<file path="config.mk">
export PLATFORM = sky130hd
export DESIGN_NAME = ordered_list_engine
export DESIGN_NICKNAME = d
export VERILOG_FILES = /design/src/hdl/ole_pkg.sv /design/src/hdl/ordered_list_engine.sv /design/src/hdl/ole_ram.sv
export SDC_FILE = /design/constraint.sdc
export NUM_CORES = 1
export LEC_CHECK = 0
export ABC_AREA = 1
export BUFFER_PORTS_ARGS = -buffer_cell sky130_fd_sc_hd__buf_2
export CAP_MARGIN = 20
export CORE_ASPECT_RATIO = 1.75
export CORE_MARGIN = 1.5
export CORE_UTILIZATION = 40
export DETAILED_ROUTE_END_ITERATION = 10
export PLACE_DENSITY = 0.65
export SLEW_MARGIN = 20
export SYNTH_ARGS = -nofsm -noshare
export SYNTH_HDL_FRONTEND = slang
export SYNTH_HIERARCHICAL = 1
export SYNTH_SLANG_ARGS = --single-unit
</file>
<file path="constraint.sdc">
create_clock -name clk -period 4.9 [get_ports clk]
set_clock_uncertainty 0.1 [all_clocks]
set_input_delay 0.98 -clock clk [delete_from_list [all_inputs] [get_ports clk]]
set_output_delay 0.98 -clock clk [all_outputs]
set_load 0.1 [all_outputs]
</file>
<file path="src/hdl/ole_pkg.sv">
package ole_pkg;

    // Default list capacity.
    localparam int CAPACITY_DEF = 16;

    // Field widths of one request and one result.
    localparam int FUNC_W   = 3;
    localparam int WORD_W   = 32;
    localparam int POS_W    = 5;
    localparam int STATUS_W = 2;
    localparam int REPORT_W = 5;

    // Operation codes.
    localparam logic [FUNC_W-1:0] FN_INS_FRONT = 3'd0;
    localparam logic [FUNC_W-1:0] FN_INS_BACK  = 3'd1;
    localparam logic [FUNC_W-1:0] FN_INS_POS   = 3'd2;
    localparam logic [FUNC_W-1:0] FN_DEL_FRONT = 3'd3;
    localparam logic [FUNC_W-1:0] FN_DEL_BACK  = 3'd4;
    localparam logic [FUNC_W-1:0] FN_DEL_VALUE = 3'd5;
    localparam logic [FUNC_W-1:0] FN_SEARCH    = 3'd6;

    // Result status codes.
    localparam logic [STATUS_W-1:0] ST_OK       = 2'd0;
    localparam logic [STATUS_W-1:0] ST_FULL     = 2'd1;
    localparam logic [STATUS_W-1:0] ST_EMPTY    = 2'd2;
    localparam logic [STATUS_W-1:0] ST_NOTFOUND = 2'd3;

endpackage

</file>
<file path="src/hdl/ordered_list_engine.sv">
// Ordered list engine: one request at a time, walked through a list memory with one write and one read port.
// Each entry compared or moved passes a read state and a compare or write state; each request ends in S_FINISH.
// A new request is taken only in S_IDLE; a stalled earlier result holds the engine in S_FINISH.
// The next request is taken while a finished result still waits on the output register.
// Reset (rst_n low, asynchronous) empties the list and clears the output valid.
// List storage is not cleared; the values of entries past the count are never used.
module ordered_list_engine
    import ole_pkg::*;
#(
    parameter int CAPACITY = CAPACITY_DEF
) (
    input  logic                       clk,
    input  logic                       rst_n,
    input  logic                       in_valid,
    output logic                       in_stall,
    input  logic [FUNC_W-1:0]          func,
    input  logic signed [WORD_W-1:0]   value,
    input  logic [POS_W-1:0]           position,
    output logic                       out_valid,
    input  logic                       out_stall,
    output logic [STATUS_W-1:0]        status,
    output logic [REPORT_W-1:0]        found_at,
    output logic [REPORT_W-1:0]        count
);

    localparam int AW = $clog2(CAPACITY);
    localparam int CW = $clog2(CAPACITY + 1);
    localparam int WW = (CW > POS_W) ? CW : POS_W;

    localparam logic [2:0] S_IDLE     = 3'd0;
    localparam logic [2:0] S_INS_CHK  = 3'd1;
    localparam logic [2:0] S_INS_MOVE = 3'd2;
    localparam logic [2:0] S_DEL_CHK  = 3'd3;
    localparam logic [2:0] S_DEL_MOVE = 3'd4;
    localparam logic [2:0] S_SCAN_RD  = 3'd5;
    localparam logic [2:0] S_SCAN_CMP = 3'd6;
    localparam logic [2:0] S_FINISH   = 3'd7;

    logic [2:0]          state_reg, state_next;
    logic [FUNC_W-1:0]   func_reg, func_next;
    logic [WORD_W-1:0]   value_reg, value_next;
    logic [CW-1:0]       idx_reg, idx_next;
    logic [CW-1:0]       ptr_reg, ptr_next;
    logic [CW-1:0]       cnt_reg, cnt_next;
    logic [STATUS_W-1:0] st_reg, st_next;
    logic [REPORT_W-1:0] found_reg, found_next;

    logic                out_valid_reg, out_valid_next;
    logic [STATUS_W-1:0] out_status_reg, out_status_next;
    logic [REPORT_W-1:0] out_found_reg, out_found_next;
    logic [REPORT_W-1:0] out_count_reg, out_count_next;

    logic [CW-1:0]       ptr_inc, ptr_dec, pos_idx;
    logic [WW-1:0]       pos_w, pos_m1_w, cnt_w, ptr_inc_w;
    logic                list_full, list_empty, accept, out_free;
    logic                ram_we;
    logic [AW-1:0]       ram_waddr, ram_raddr;
    logic [WORD_W-1:0]   ram_wdata, ram_rdata;

    ole_ram #(
        .WIDTH (WORD_W),
        .DEPTH (CAPACITY)
    ) u_ram (
        .clk   (clk),
        .we    (ram_we),
        .waddr (ram_waddr),
        .wdata (ram_wdata),
        .raddr (ram_raddr),
        .rdata (ram_rdata)
    );

    // Shared pointer arithmetic and request decode helpers.
    assign ptr_inc    = ptr_reg + 1'b1;
    assign ptr_dec    = ptr_reg - 1'b1;
    assign ptr_inc_w  = WW'(ptr_inc);
    assign list_full  = (cnt_reg == CW'(CAPACITY));
    assign list_empty = (cnt_reg == '0);
    assign pos_w      = WW'(position);
    assign cnt_w      = WW'(cnt_reg);
    assign pos_m1_w   = (pos_w == '0) ? '0 : (pos_w - 1'b1);
    assign pos_idx    = (pos_m1_w > cnt_w) ? cnt_reg : CW'(pos_m1_w);

    assign in_stall = (state_reg != S_IDLE);
    assign accept   = in_valid && !in_stall;
    assign out_free = !out_valid_reg || !out_stall;

    // Memory port selection: the write always lands at the pointer.
    always_comb
    begin
        ram_we    = 1'b0;
        ram_wdata = ram_rdata;
        ram_waddr = ptr_reg[AW-1:0];
        ram_raddr = ptr_reg[AW-1:0];
        unique case (state_reg)
            S_INS_CHK:
            begin
                ram_raddr = ptr_dec[AW-1:0];
                if (ptr_reg == idx_reg)
                begin
                    ram_we    = 1'b1;
                    ram_wdata = value_reg;
                end
            end
            S_INS_MOVE, S_DEL_MOVE:
            begin
                ram_we = 1'b1;
            end
            S_DEL_CHK:
            begin
                ram_raddr = ptr_inc[AW-1:0];
            end
            default:
            begin
                ram_we = 1'b0;
            end
        endcase
    end

    // Sequencer.
    always_comb
    begin
        state_next = state_reg;
        func_next  = func_reg;
        value_next = value_reg;
        idx_next   = idx_reg;
        ptr_next   = ptr_reg;
        cnt_next   = cnt_reg;
        st_next    = st_reg;
        found_next = found_reg;
        unique case (state_reg)
            S_IDLE:
            begin
                if (accept)
                begin
                    func_next  = func;
                    value_next = value;
                    st_next    = ST_OK;
                    found_next = '0;
                    state_next = S_FINISH;
                    unique case (func) inside
                        FN_INS_FRONT, FN_INS_BACK, FN_INS_POS:
                        begin
                            if (list_full)
                            begin
                                st_next = ST_FULL;
                            end
                            else
                            begin
                                if (func == FN_INS_FRONT)
                                begin
                                    idx_next = '0;
                                end
                                else if (func == FN_INS_BACK)
                                begin
                                    idx_next = cnt_reg;
                                end
                                else
                                begin
                                    idx_next = pos_idx;
                                end
                                ptr_next   = cnt_reg;
                                state_next = S_INS_CHK;
                            end
                        end
                        FN_DEL_FRONT, FN_DEL_BACK:
                        begin
                            if (list_empty)
                            begin
                                st_next = ST_EMPTY;
                            end
                            else
                            begin
                                ptr_next   = (func == FN_DEL_FRONT) ? '0 : (cnt_reg - 1'b1);
                                state_next = S_DEL_CHK;
                            end
                        end
                        FN_DEL_VALUE, FN_SEARCH:
                        begin
                            if (list_empty)
                            begin
                                st_next = ST_EMPTY;
                            end
                            else
                            begin
                                ptr_next   = '0;
                                state_next = S_SCAN_RD;
                            end
                        end
                        default:
                        begin
                            state_next = S_FINISH;
                        end
                    endcase
                end
            end
            // Move entries one place back until the gap reaches the target.
            S_INS_CHK:
            begin
                if (ptr_reg == idx_reg)
                begin
                    cnt_next   = cnt_reg + 1'b1;
                    state_next = S_FINISH;
                end
                else
                begin
                    state_next = S_INS_MOVE;
                end
            end
            S_INS_MOVE:
            begin
                ptr_next   = ptr_dec;
                state_next = S_INS_CHK;
            end
            // Close the gap by moving later entries one place forward.
            S_DEL_CHK:
            begin
                if (ptr_inc == cnt_reg)
                begin
                    cnt_next   = cnt_reg - 1'b1;
                    state_next = S_FINISH;
                end
                else
                begin
                    state_next = S_DEL_MOVE;
                end
            end
            S_DEL_MOVE:
            begin
                ptr_next   = ptr_inc;
                state_next = S_DEL_CHK;
            end
            // Linear scan for the first matching entry.
            S_SCAN_RD:
            begin
                state_next = S_SCAN_CMP;
            end
            S_SCAN_CMP:
            begin
                if (ram_rdata == value_reg)
                begin
                    if (func_reg == FN_SEARCH)
                    begin
                        found_next = ptr_inc_w[REPORT_W-1:0];
                        state_next = S_FINISH;
                    end
                    else
                    begin
                        state_next = S_DEL_CHK;
                    end
                end
                else if (ptr_inc == cnt_reg)
                begin
                    st_next    = ST_NOTFOUND;
                    state_next = S_FINISH;
                end
                else
                begin
                    ptr_next   = ptr_inc;
                    state_next = S_SCAN_RD;
                end
            end
            S_FINISH:
            begin
                if (out_free)
                begin
                    state_next = S_IDLE;
                end
            end
            default:
            begin
                state_next = S_IDLE;
            end
        endcase
    end

    // Output register: loaded at the end of a request, cleared when taken.
    always_comb
    begin
        out_valid_next  = out_valid_reg && out_stall;
        out_status_next = out_status_reg;
        out_found_next  = out_found_reg;
        out_count_next  = out_count_reg;
        if ((state_reg == S_FINISH) && out_free)
        begin
            out_valid_next  = 1'b1;
            out_status_next = st_reg;
            out_found_next  = found_reg;
            out_count_next  = cnt_w[REPORT_W-1:0];
        end
    end

    // Control registers.
    always_ff @(posedge clk or negedge rst_n)
    begin
        if (!rst_n)
        begin
            state_reg     <= S_IDLE;
            cnt_reg       <= '0;
            out_valid_reg <= 1'b0;
        end
        else
        begin
            state_reg     <= state_next;
            cnt_reg       <= cnt_next;
            out_valid_reg <= out_valid_next;
        end
    end

    // Payload registers.
    always_ff @(posedge clk)
    begin
        func_reg       <= func_next;
        value_reg      <= value_next;
        idx_reg        <= idx_next;
        ptr_reg        <= ptr_next;
        st_reg         <= st_next;
        found_reg      <= found_next;
        out_status_reg <= out_status_next;
        out_found_reg  <= out_found_next;
        out_count_reg  <= out_count_next;
    end

    assign out_valid = out_valid_reg;
    assign status    = out_status_reg;
    assign found_at  = out_found_reg;
    assign count     = out_count_reg;

endmodule

</file>
<file path="src/hdl/ole_ram.sv">
module ole_ram #(
    parameter int WIDTH = 32,
    parameter int DEPTH = 16
) (
    input  logic                     clk,
    input  logic                     we,
    input  logic [$clog2(DEPTH)-1:0] waddr,
    input  logic [WIDTH-1:0]         wdata,
    input  logic [$clog2(DEPTH)-1:0] raddr,
    output logic [WIDTH-1:0]         rdata
);

    logic [WIDTH-1:0] mem [DEPTH];
    logic [WIDTH-1:0] rdata_reg;

    // One write port and one registered read port.
    always_ff @(posedge clk)
    begin
        if (we)
        begin
            mem[waddr] <= wdata;
        end
        rdata_reg <= mem[raddr];
    end

    assign rdata = rdata_reg;

endmodule

</file>
==> impl_metrics.tcl, run 1 <==
set metrics [dict create \
    finalSetupTns_ns 0 \
    slew_headroom 0.308 \
    utilization 0.448 \
    crit_slowest_cell "nor2_4" \
    hpwl_mm 40.6 \
    post-route-drc-count 0 \
    floorplan.initialDensity 0.404 \
    place_congestion 0.889 \
    dpl.cell_count 3525 \
    clock_sinks 617 \
    wl_per_cell_microns 18.7 \
    yosys.area.top_type "edfxtp_1" \
    crit_chain "xor2_1, nor3_2, nand4_4, nand2_1, nand3_1, nor2_4, buf_4" \
    synth-main-ff-cell "edfxtp_1" \
    clkTransAtPathRegs_ns 0.07 \
    crit_path_end_kind "flip-flop" \
    ys_ff_latch 617 \
    syn_to_final_growth_pct 10.9 \
    slowest_delay_ns 0.86 \
    root_buffer "clkbuf_16" \
    die_w_microns 200 \
    cap_violations 0 \
    path_max_fanout 25 \
    hold_viol_final 0 \
    syn_inst 2653 \
    synth_cell_types 46 \
    yosysWarningCount 6 \
    p_leak_nw 12.7 \
    grt_pass1_vias 17500 \
    final_cell_count_no_fill 3627 \
    setup_viol 0 \
    fp.coreArea_sq_mm 0.0673 \
    crit_family "simple AND/OR/NAND/NOR gates" \
    p_seq_frac 0.350 \
    largest_register_ffs 512 \
    first_iter_violations 1498 \
    cp-start-kind "flip-flop" \
    drive_above_1_share 0.0824 \
    cts_buffers 53 \
    reg2reg_depth 7 \
    grt_max_degree 184 \
    ant_nets 0 \
    critPathBufInv 1 \
    vias 17900 \
    reg2reg_to "u_ram/mem[14][10]$_DFFE_PP_" \
    reg2reg_slack_ns 1.60 \
    io_buffer_count 57 \
    io_pins 58 \
    required_ns 5.11 \
    rsz0062_at_grt "false" \
    finalNetCount 2739 \
    synth.area.top_cells "edfxtp_1 64%, nand2_1 12%, nand3_1 7.4%" \
    period_minus_slack_ns 3.30 \
    synth_top_area_frac 0.637 \
    antenna_found_initial 2 \
    die_h_microns 348 \
    synthesis.nets 2707 \
    hold_path.class "in2async" \
    dr.pass1.iters 5 \
    ir_drop_mv 1.08 \
    finalWirelength_mm 68.0 \
    critPathKind "reg2reg" \
    clock_latency_ns 0.62 \
    cts_max_path_buffers 3 \
    p_sw_frac 0.440 \
    rows 126 \
    cts_resized 0 \
    clock_power_share 0.195 \
    nFillCells 6203 \
    track_usage 0.199 \
    pwr-share-comb 0.455 \
    grt_overflow 0 \
    yosysSeqAreaShare 0.668 \
    reg2reg_from "ptr_reg[0]$_DFFE_PP_" \
    fin_crit_sh 0.673 \
    net-switching-power_mw 9.63 \
    fmax_ghz 0.303 \
    crit_arrival_ns 3.51 \
    syn_avg_cell_area_sq_um 10.2 \
    status "completed" \
    p_int_mw 12.3 \
    htree_levels 2 \
    drt-vias-per-instance 4.95 \
    worst_slew_pin_slew_ns 1.04 \
    place_ws_ns 1.61 \
    netlist_area_sq_mm 0.0272 \
    dieArea_sq_mm 0.0696 \
    cts_tree "built" \
    synth_edf_count 576 \
    grt_pass1_wl_mm 103 \
    cts_hold_buffers 0 \
    worst-path-stages 7 \
    maxSlewViolCount 0 \
    cellPowerDensity_mw_per_mm2 726 \
    fin_ws_ns 1.60 \
    ys_async_sr_fraction 0.0146 \
    cts_setup_buffers 0 \
]
==> power groups by stage <==
stage | Clock, mW | Combinational (mW) | Sequential [mW]
2_1_floorplan | 0 | 7.18 | 7.76
4_1_cts | 4.35 | 9.96 | 7.66
3_5_place_dp | 0 | 9.94 | 7.77
3_3_place_gp | 0 | 9.85 | 7.76
6_report | 4.27 | 9.95 | 7.66
5_1_grt | 4.53 | 11.0 | 7.71
==> worst max path at each step <==
stage                        startpoint                           to  slack, ns
3_5_place_dp       ptr_reg[0]$_DFFE_PP_   u_ram/mem[14][8]$_DFFE_PP_       1.61
4_1_cts            ptr_reg[0]$_DFFE_PP_   u_ram/mem[14][8]$_DFFE_PP_       1.60
3_3_place_gp       ptr_reg[0]$_DFFE_PP_   u_ram/mem[14][8]$_DFFE_PP_       1.69
6_report           ptr_reg[0]$_DFFE_PP_  u_ram/mem[14][10]$_DFFE_PP_       1.60
2_1_floorplan  state_reg[2]$_DFFE_PN0P_     idx_reg[0]$_SDFFCE_PN0P_       0.97
5_1_grt            ptr_reg[0]$_DFFE_PP_   u_ram/mem[14][8]$_DFFE_PP_       1.46
==> layout by cell type, fill, tap and decap left out, types with 9 or more instances in the layout <==
cell and count:
buf_4 27, inv_1 446, clkinv_1 10, clkinv_2 13, nand3_1 403, xor2_1 10, ha_1 10, dfrtp_1 9
buf_2 57, o21ai_0 12, nor2_1 39, nor2_4 19, nand2_1 876, xnor2_1 26, dfxtp_1 32, edfxtp_1 576
clkbuf_16 55
==> cell type report <==
| cell class | count | area, sq um | share of cell area |
|---|---|---|---|
| inverters | 459 | 1740 | 0.0578 |
| clock inverters | 33 | 280 | 0.00930 |
| diodes | 2 | 5.00 | 0.000166 |
| flip-flops and latches | 617 | 18200 | 0.603 |
| well taps | 896 | 1120 | 0.0372 |
| multi-input cells | 1463 | 6720 | 0.223 |
| repair buffers | 91 | 636 | 0.0211 |
| clock buffers | 66 | 1470 | 0.0487 |
==> per-layer routing <==
metal  share of wire  vias to the layer above  GRT usage
met5               0                        -          0
met4           0.045                        0     0.0904
met3           0.061                      147     0.0254
met2            0.51                      620      0.351
met1            0.38                     8551      0.239
li1                -                     8629          -
==> cells by family (layout without fill, tap and decap cells) <==
| logic type | after synthesis | count (layout) | synth area share |
|---|---|---|---|
| AOI/OAI and AO/OA | 51 | 51 | 0.0112 |
| xor gates and xnor gates | 37 | 37 | 0.0119 |
| adders and majority gates | 10 | 10 | 0.00460 |
| buffers and inverters | 573 | 649 | 0.0921 |
| DFF | 617 | 617 | 0.668 |
| other | 0 | 2 | 0 |
| and+or+nand+nor | 1365 | 1365 | 0.212 |
==> synthesized netlist by cell type (2+ instances only) <==
| cell type | n |
|---|---|
| inv_1 | 448 |
| a21oi_1 | 8 |
| xnor2_1 | 26 |
| inv_2 | 7 |
| nand2_1 | 876 |
| o22ai_1 | 5 |
| a31oi_1 | 2 |
| dfrtp_1 | 9 |
| nor2_1 | 56 |
| nand4_1 | 8 |
| a21oi_2 | 2 |
| inv_4 | 2 |
| nor2_2 | 2 |
| o21ai_1 | 11 |
| buf_6 | 32 |
| nand3b_1 | 2 |
| edfxtp_1 | 576 |
| buf_1 | 14 |
| nor3_1 | 4 |
| ha_1 | 10 |
| buf_4 | 8 |
| nor2_4 | 2 |
| o211ai_1 | 5 |
| xor2_1 | 11 |
| nand2_2 | 2 |
| clkbuf_1 | 14 |
| o21ai_0 | 12 |
| o221ai_1 | 4 |
| dfxtp_1 | 32 |
| buf_2 | 45 |
| nand3_1 | 403 |
==> stage by stage <==
step                      hold slack (ns)  instance area (sq um)  total power [mW]
after floorplan                     0.300                  27200              14.9
after global placement              0.337                  28300              17.6
after detailed placement            0.312                  28300              17.7
after CTS                          0.0887                  30100              22.0
after global routing                0.115                  30100              23.2
final                               0.111                  30100              21.9
Note: power is estimated with default switching activity, not from simulation.
==> run 2: changes to the inputs <==
--- a/config.mk
+++ b/config.mk
@@ -12,7 +12,7 @@
 export CORE_MARGIN = 1.5
 export CORE_UTILIZATION = 40
 export DETAILED_ROUTE_END_ITERATION = 10
-export PLACE_DENSITY = 0.65
+export PLACE_DENSITY = 0.67
 export SLEW_MARGIN = 20
 export SYNTH_ARGS = -nofsm -noshare
 export SYNTH_HDL_FRONTEND = slang
==> constraint.sdc (replaced) <==
create_clock -name clk -period 2.94 [get_ports clk]
set_clock_uncertainty 0.1 [all_clocks]
set_input_delay 0.588 -clock clk [delete_from_list [all_inputs] [get_ports clk]]
set_output_delay 0.588 -clock clk [all_outputs]
set_load 0.1 [all_outputs]
==> run 2 against run 1 <==
Sequential share of layout area decreased by 1.4 points. Die area unchanged. Wire length down 1.2%. Power is 70% higher. Critical path depth increased by 1. Count of clock-buffer cells in the layout is 6 higher. Via count rose by 1.5%. Clock power grew 64%. Maximum frequency up 24%. Non-clock buffer count is 55 higher. Highest routed layer is now met5.
==> impl_metrics.tcl, run 2 (same netlist as run 1, synthesis figures left out) <==
set metrics [dict create \
    rows 126 \
    cap_violations 0 \
    ant_nets 0 \
    p_leak_nw 13.1 \
    hold_path.class "in2reg" \
    place_congestion 0.868 \
    syn_to_final_growth_pct 13.6 \
    antenna_found_initial 3 \
    clock_latency_ns 0.61 \
    vias 18200 \
    reg2reg_to "u_ram/mem[10][22]$_DFFE_PP_" \
    worst_slew_pin_slew_ns 1.09 \
    cts_buffers 53 \
    design_area_sq_mm 0.0309 \
    finalSetupTns_ns 0 \
    period_minus_slack_ns 2.65 \
    reg2reg_depth 8 \
    dpl.cell_count 3580 \
    grt_pass1_wl_mm 102 \
    clock_sinks 617 \
    hold_viol_final 0 \
    path_max_fanout 19 \
    cp-start-kind "flip-flop" \
    endpoint "u_ram/mem[10][22]$_DFFE_PP_" \
    clkTransAtPathRegs_ns 0.07 \
    die_h_microns 348 \
    layout.cells.most_common_list "876 x nand2_1, 576 x edfxtp_1, 446 x inv_1" \
    finalWirelength_mm 67.1 \
    drt-vias-per-instance 4.95 \
    grt_overflow 0 \
    crit_arrival_ns 2.81 \
    dieArea_sq_mm 0.0696 \
    startpoint "ptr_reg[1]$_DFFE_PP_" \
    floorplan.initialDensity 0.404 \
    finalNetCount 2794 \
    hpwl_mm 40.1 \
    postPlaceCellArea_sq_mm 0.0291 \
    setup_viol 0 \
    final_cell_count_no_fill 3679 \
    first_iter_violations 1400 \
    drive_above_1_share 0.0988 \
    rsz0062_at_grt "false" \
    cts_max_path_buffers 3 \
    track_usage 0.196 \
    fmax_ghz 0.377 \
    wl_per_cell_microns 18.3 \
    cts_tree "built" \
    final_common_cell "nand2_1" \
    fin_crit_sh 0.902 \
    largest_register_ffs 512 \
    root_buffer "clkbuf_16" \
    htree_levels 2 \
    reg2reg_slack_ns 0.29 \
    num_antenna_cells 0 \
    grt_max_degree 68 \
    fin_hold_ws_ns 0.0568 \
    ir_drop_mv 1.07 \
    die_w_microns 200 \
    grt_pass1_vias 17800 \
    maxSlewViolCount 0 \
    fp.coreArea_sq_mm 0.0673 \
    crit_path_end_kind "flip-flop" \
    reg2reg_from "ptr_reg[1]$_DFFE_PP_" \
    status "completed" \
    io_buffer_count 57 \
    cts_setup_buffers 0 \
    slew_headroom 0.270 \
    critPathKind "reg2reg" \
    io_pins 58 \
    required_ns 3.10 \
    dr.pass1.iters 6 \
    post-route-drc-count 0 \
    cellPowerDensity_mw_per_mm2 1200 \
]
## run 2: cell count changes in the layout (fill, tap and decap cells not counted), moves of 3 or more
cell,change
clkinv_4,+3
buf_12,+31
clkinv_2,-3
clkinv_1,-6
clkbuf_1,+7
buf_4,+24
## run 2: final cells by class
class	instances	area [sq um]
Tap cell	896	1120
Multi-Input combinational cell	1463	6710
Fill cell	6065	36500
Clock buffer	72	1480
Sequential cell	617	18200
Inverter	459	1740
Timing Repair Buffer	146	1420
Clock inverter	26	234
## run 2: where the power goes
part	switching [mW]	total (mW)	internal (mW)
Clock	3.17	6.99	3.82
Combinational	12.1	17.6	5.46
Sequential	0.492	12.6	12.1
Total	15.8	37.2	21.4
## run 2: timing repair
item,CTS,global route
endpoints found under the hold margin,9,0
resized for setup,0,0
hold buffers,1,0
setup endpoints to repair,0,0
## run 2: metal layers
metal  global-route usage  wire length (microns)  up-vias
li1                     -                      -     8740
met1                0.227                  25000     8642
met2                0.354                  35200      660
met3               0.0264                   3970      164
met4               0.0924                   2950        4
met5                    0                     28        -
## run 2: how the worst min path moves through the flow
stage	from	to	cells past startpoint
after floorplan	rst_n	cnt_reg[0]$_DFFE_PN0P_	0
after global placement	found_reg[0]$_SDFFCE_PN0P_	found_at[0]$_DFFE_PP_	0
after detailed placement	found_reg[2]$_SDFFCE_PN0P_	found_at[2]$_DFFE_PP_	0
after CTS	value[12]	value_reg[12]$_DFFE_PP_	1
after global routing	value[12]	value_reg[12]$_DFFE_PP_	1
final	value[15]	value_reg[15]$_DFFE_PP_	1
## run 2: through the flow
| stage | power [mW] | utilization | worst slack (ns) |
|---|---|---|---|
| 2_1_floorplan | 24.9 | - | -0.515 |
| 3_3_place_gp | 30.1 | 0.433 | -0.0265 |
| 6_report | 37.2 | 0.459 | 0.287 |
| 4_1_cts | 37.4 | 0.458 | 0.287 |
| 5_1_grt | 39.5 | 0.459 | 0.108 |
| 3_5_place_dp | 30.4 | 0.433 | 0.0606 |
## run 2: worst max-delay path: stages (launching register included)
cell,delay [ns]
edfxtp_1,0.48
inv_1,0.20
nor2_1,0.07
nor3_2,0.23
nand4_4,0.13
nand2_1,0.18
nand3b_1,0.34
nor2_4,0.20
buf_4,0.36
==> run 3: changes to the inputs <==
--- a/config.mk
+++ b/config.mk
@@ -13,6 +13,7 @@
 export CORE_UTILIZATION = 40
 export DETAILED_ROUTE_END_ITERATION = 10
 export PLACE_DENSITY = 0.67
+export RECOVER_POWER = 25
 export SLEW_MARGIN = 20
 export SYNTH_ARGS = -nofsm -noshare
 export SYNTH_HDL_FRONTEND = slang
==> run 3 against run 2 <==
Maximum frequency down 1.8%. Non-clock buffer count unchanged. Power down 0.31%. Die area unchanged. Worst hold slack better by 0.0011 ns. Via count up 0.36%. Largest power group unchanged. Final area down 0.51%. First-iteration DRC count up 1.1%. Critical endpoint is now u_ram/mem[2][18]$_DFFE_PP_. Largest cell class unchanged. Wire length about the same. Combinational power about the same.
==> impl_metrics.tcl, run 3 (same netlist as run 1, synthesis figures left out) <==
set metrics [dict create \
    status "completed" \
    largest_register_ffs 512 \
    cap_violations 0 \
    cts_buffers 53 \
    hpwl_mm 40.1 \
    vias 18300 \
    fin_hold_ws_ns 0.0579 \
    reg2reg_to "u_ram/mem[2][18]$_DFFE_PP_" \
    worst_slew_pin_slew_ns 1.19 \
    crit_path_end_kind "flip-flop" \
    worstHoldEndpoint "value_reg[15]$_DFFE_PP_" \
    crit_chain "inv_1, nor2_1, nor3_2, nand4_4, buf_12, clkinvlp_2, clkbuf_1, nand2_1, nand2_1" \
    post-route-drc-count 0 \
    fin_crit_sh 0.919 \
    syn_to_final_growth_pct 13.0 \
    path_max_fanout 25 \
    fp.coreArea_sq_mm 0.0673 \
    maxSlewViolCount 0 \
    clock_latency_ns 0.61 \
    setup_viol 0 \
    grt_max_degree 68 \
    multiInputGateArea_sq_mm 0.00665 \
    rsz0062_at_grt "false" \
    final_common_cell "nand2_1" \
    num_antenna_cells 0 \
    cellPowerDensity_mw_per_mm2 1210 \
    track_usage 0.196 \
    wl_per_cell_microns 18.3 \
    htree_levels 2 \
    die_h_microns 348 \
    io_buffer_count 57 \
    finalWirelength_mm 67.2 \
    grt_pass1_vias 17800 \
    clkTransAtPathRegs_ns 0.06 \
    dr.pass1.iters 5 \
    ir_drop_mv 1.07 \
    cts_resized 0 \
    reg2reg_from "ptr_reg[1]$_DFFE_PP_" \
    hold_viol_final 0 \
    cts_tree "built" \
    rows 126 \
    root_buffer "clkbuf_16" \
    ant_nets 0 \
    first_iter_violations 1416 \
    critPathMostFrequentCell "nand2_1" \
    hold_path.class "in2reg" \
    reg2reg_slack_ns 0.24 \
    cts_max_path_buffers 3 \
    required_ns 3.16 \
    drive_above_1_share 0.0834 \
    grt_overflow 0 \
    critPathKind "reg2reg" \
    reg2reg_depth 9 \
    antenna_found_initial 3 \
    p_leak_nw 12.9 \
    fmax_ghz 0.370 \
    nFillCells 6107 \
    crit_slowest_cell "edfxtp_1" \
    slowest_delay_ns 0.48 \
    drt-vias-per-instance 4.97 \
    critPathBufInv 4 \
    whs_path_depth 1 \
    layout.cells.most_common_list "877 x nand2_1, 576 x edfxtp_1, 447 x inv_1" \
    period_minus_slack_ns 2.70 \
    utilization 0.456 \
    clock_sinks 617 \
    crit_family "simple AND/OR/NAND/NOR gates" \
    io_pins 58 \
    seq_area_sq_mm 0.0182 \
    crit_arrival_ns 2.92 \
    finalNetCount 2794 \
    grt_pass1_wl_mm 102 \
    dieArea_sq_mm 0.0696 \
    floorplan.initialDensity 0.404 \
    die_w_microns 200 \
    place_congestion 0.868 \
    hold_path.startpoint "value[15]" \
    cp-start-kind "flip-flop" \
    slew_headroom 0.209 \
]
run 3: power by group:
| group | leakage [nW] | switching [mW] | internal (mW) |
|---|---|---|---|
| registers | 5.60 | 0.492 | 12.1 |
| logic | 6.49 | 12.1 | 5.37 |
| clock network | 0.835 | 3.17 | 3.82 |
run 3: worst register-to-register path, delay by kind of cell, from the launching register on:
kind / cells / cell delay, ns
buffers and inverters: 4 / 0.89
flip-flops: 1 / 0.48
AND/OR/NAND/NOR: 5 / 0.95
run 3: area by class of cell:
| type | instances | share of cell area |
|---|---|---|
| timing repair buffer | 146 | 0.0431 |
| tap | 896 | 0.0365 |
| clock buffer | 72 | 0.0482 |
| clock inverter | 26 | 0.00762 |
| multi-input combinational | 1463 | 0.217 |
| sequential | 617 | 0.591 |
| inverter | 459 | 0.0566 |
run 3: how the worst max path moves through the flow:
stage,endpoint,depth (start not counted),from,slack (ns)
finish,u_ram/mem[2][18]$_DFFE_PP_,9,ptr_reg[1]$_DFFE_PP_,0.24
floorplan,u_ram/mem[10][0]$_DFFE_PP_,8,ptr_reg[0]$_DFFE_PP_,-0.51
CTS,u_ram/mem[10][22]$_DFFE_PP_,8,ptr_reg[1]$_DFFE_PP_,0.29
global placement,idx_reg[2]$_SDFFCE_PN0P_,16,position[0],-0.03
global route,u_ram/mem[14][25]$_DFFE_PP_,8,ptr_reg[1]$_DFFE_PP_,0.09
detailed placement,idx_reg[3]$_SDFFCE_PN0P_,17,position[0],0.06
run 3: per-layer routing:
metal / track usage / wire (microns)
met1: 0.227 / 25000
met4: 0.0924 / 3070
met5: 0 / 28
met3: 0.0264 / 3960
met2: 0.354 / 35100
run 3: repair_timing:
action / in CTS / in global routing
hold buffers: 1 / 0
hold endpoints to repair: 9 / 0
setup buffers: 0 / 0
run 3: per-stage QoR:
stage / instance area [sq um] / std cells / setup slack [ns] / setup TNS, ns / total power, mW
CTS: 30900 / 3679 / 0.287 / 0 / 37.4
floorplan: 27200 / 2653 / -0.515 / -196.99 / 24.9
detailed placement: 29100 / 3580 / 0.0606 / 0 / 30.4
global placement: 29100 / 3580 / -0.0265 / -0.0469 / 30.1
finish: 30700 / 3679 / 0.238 / 0 / 37.1
global route: 30700 / 3679 / 0.0855 / 0 / 39.4
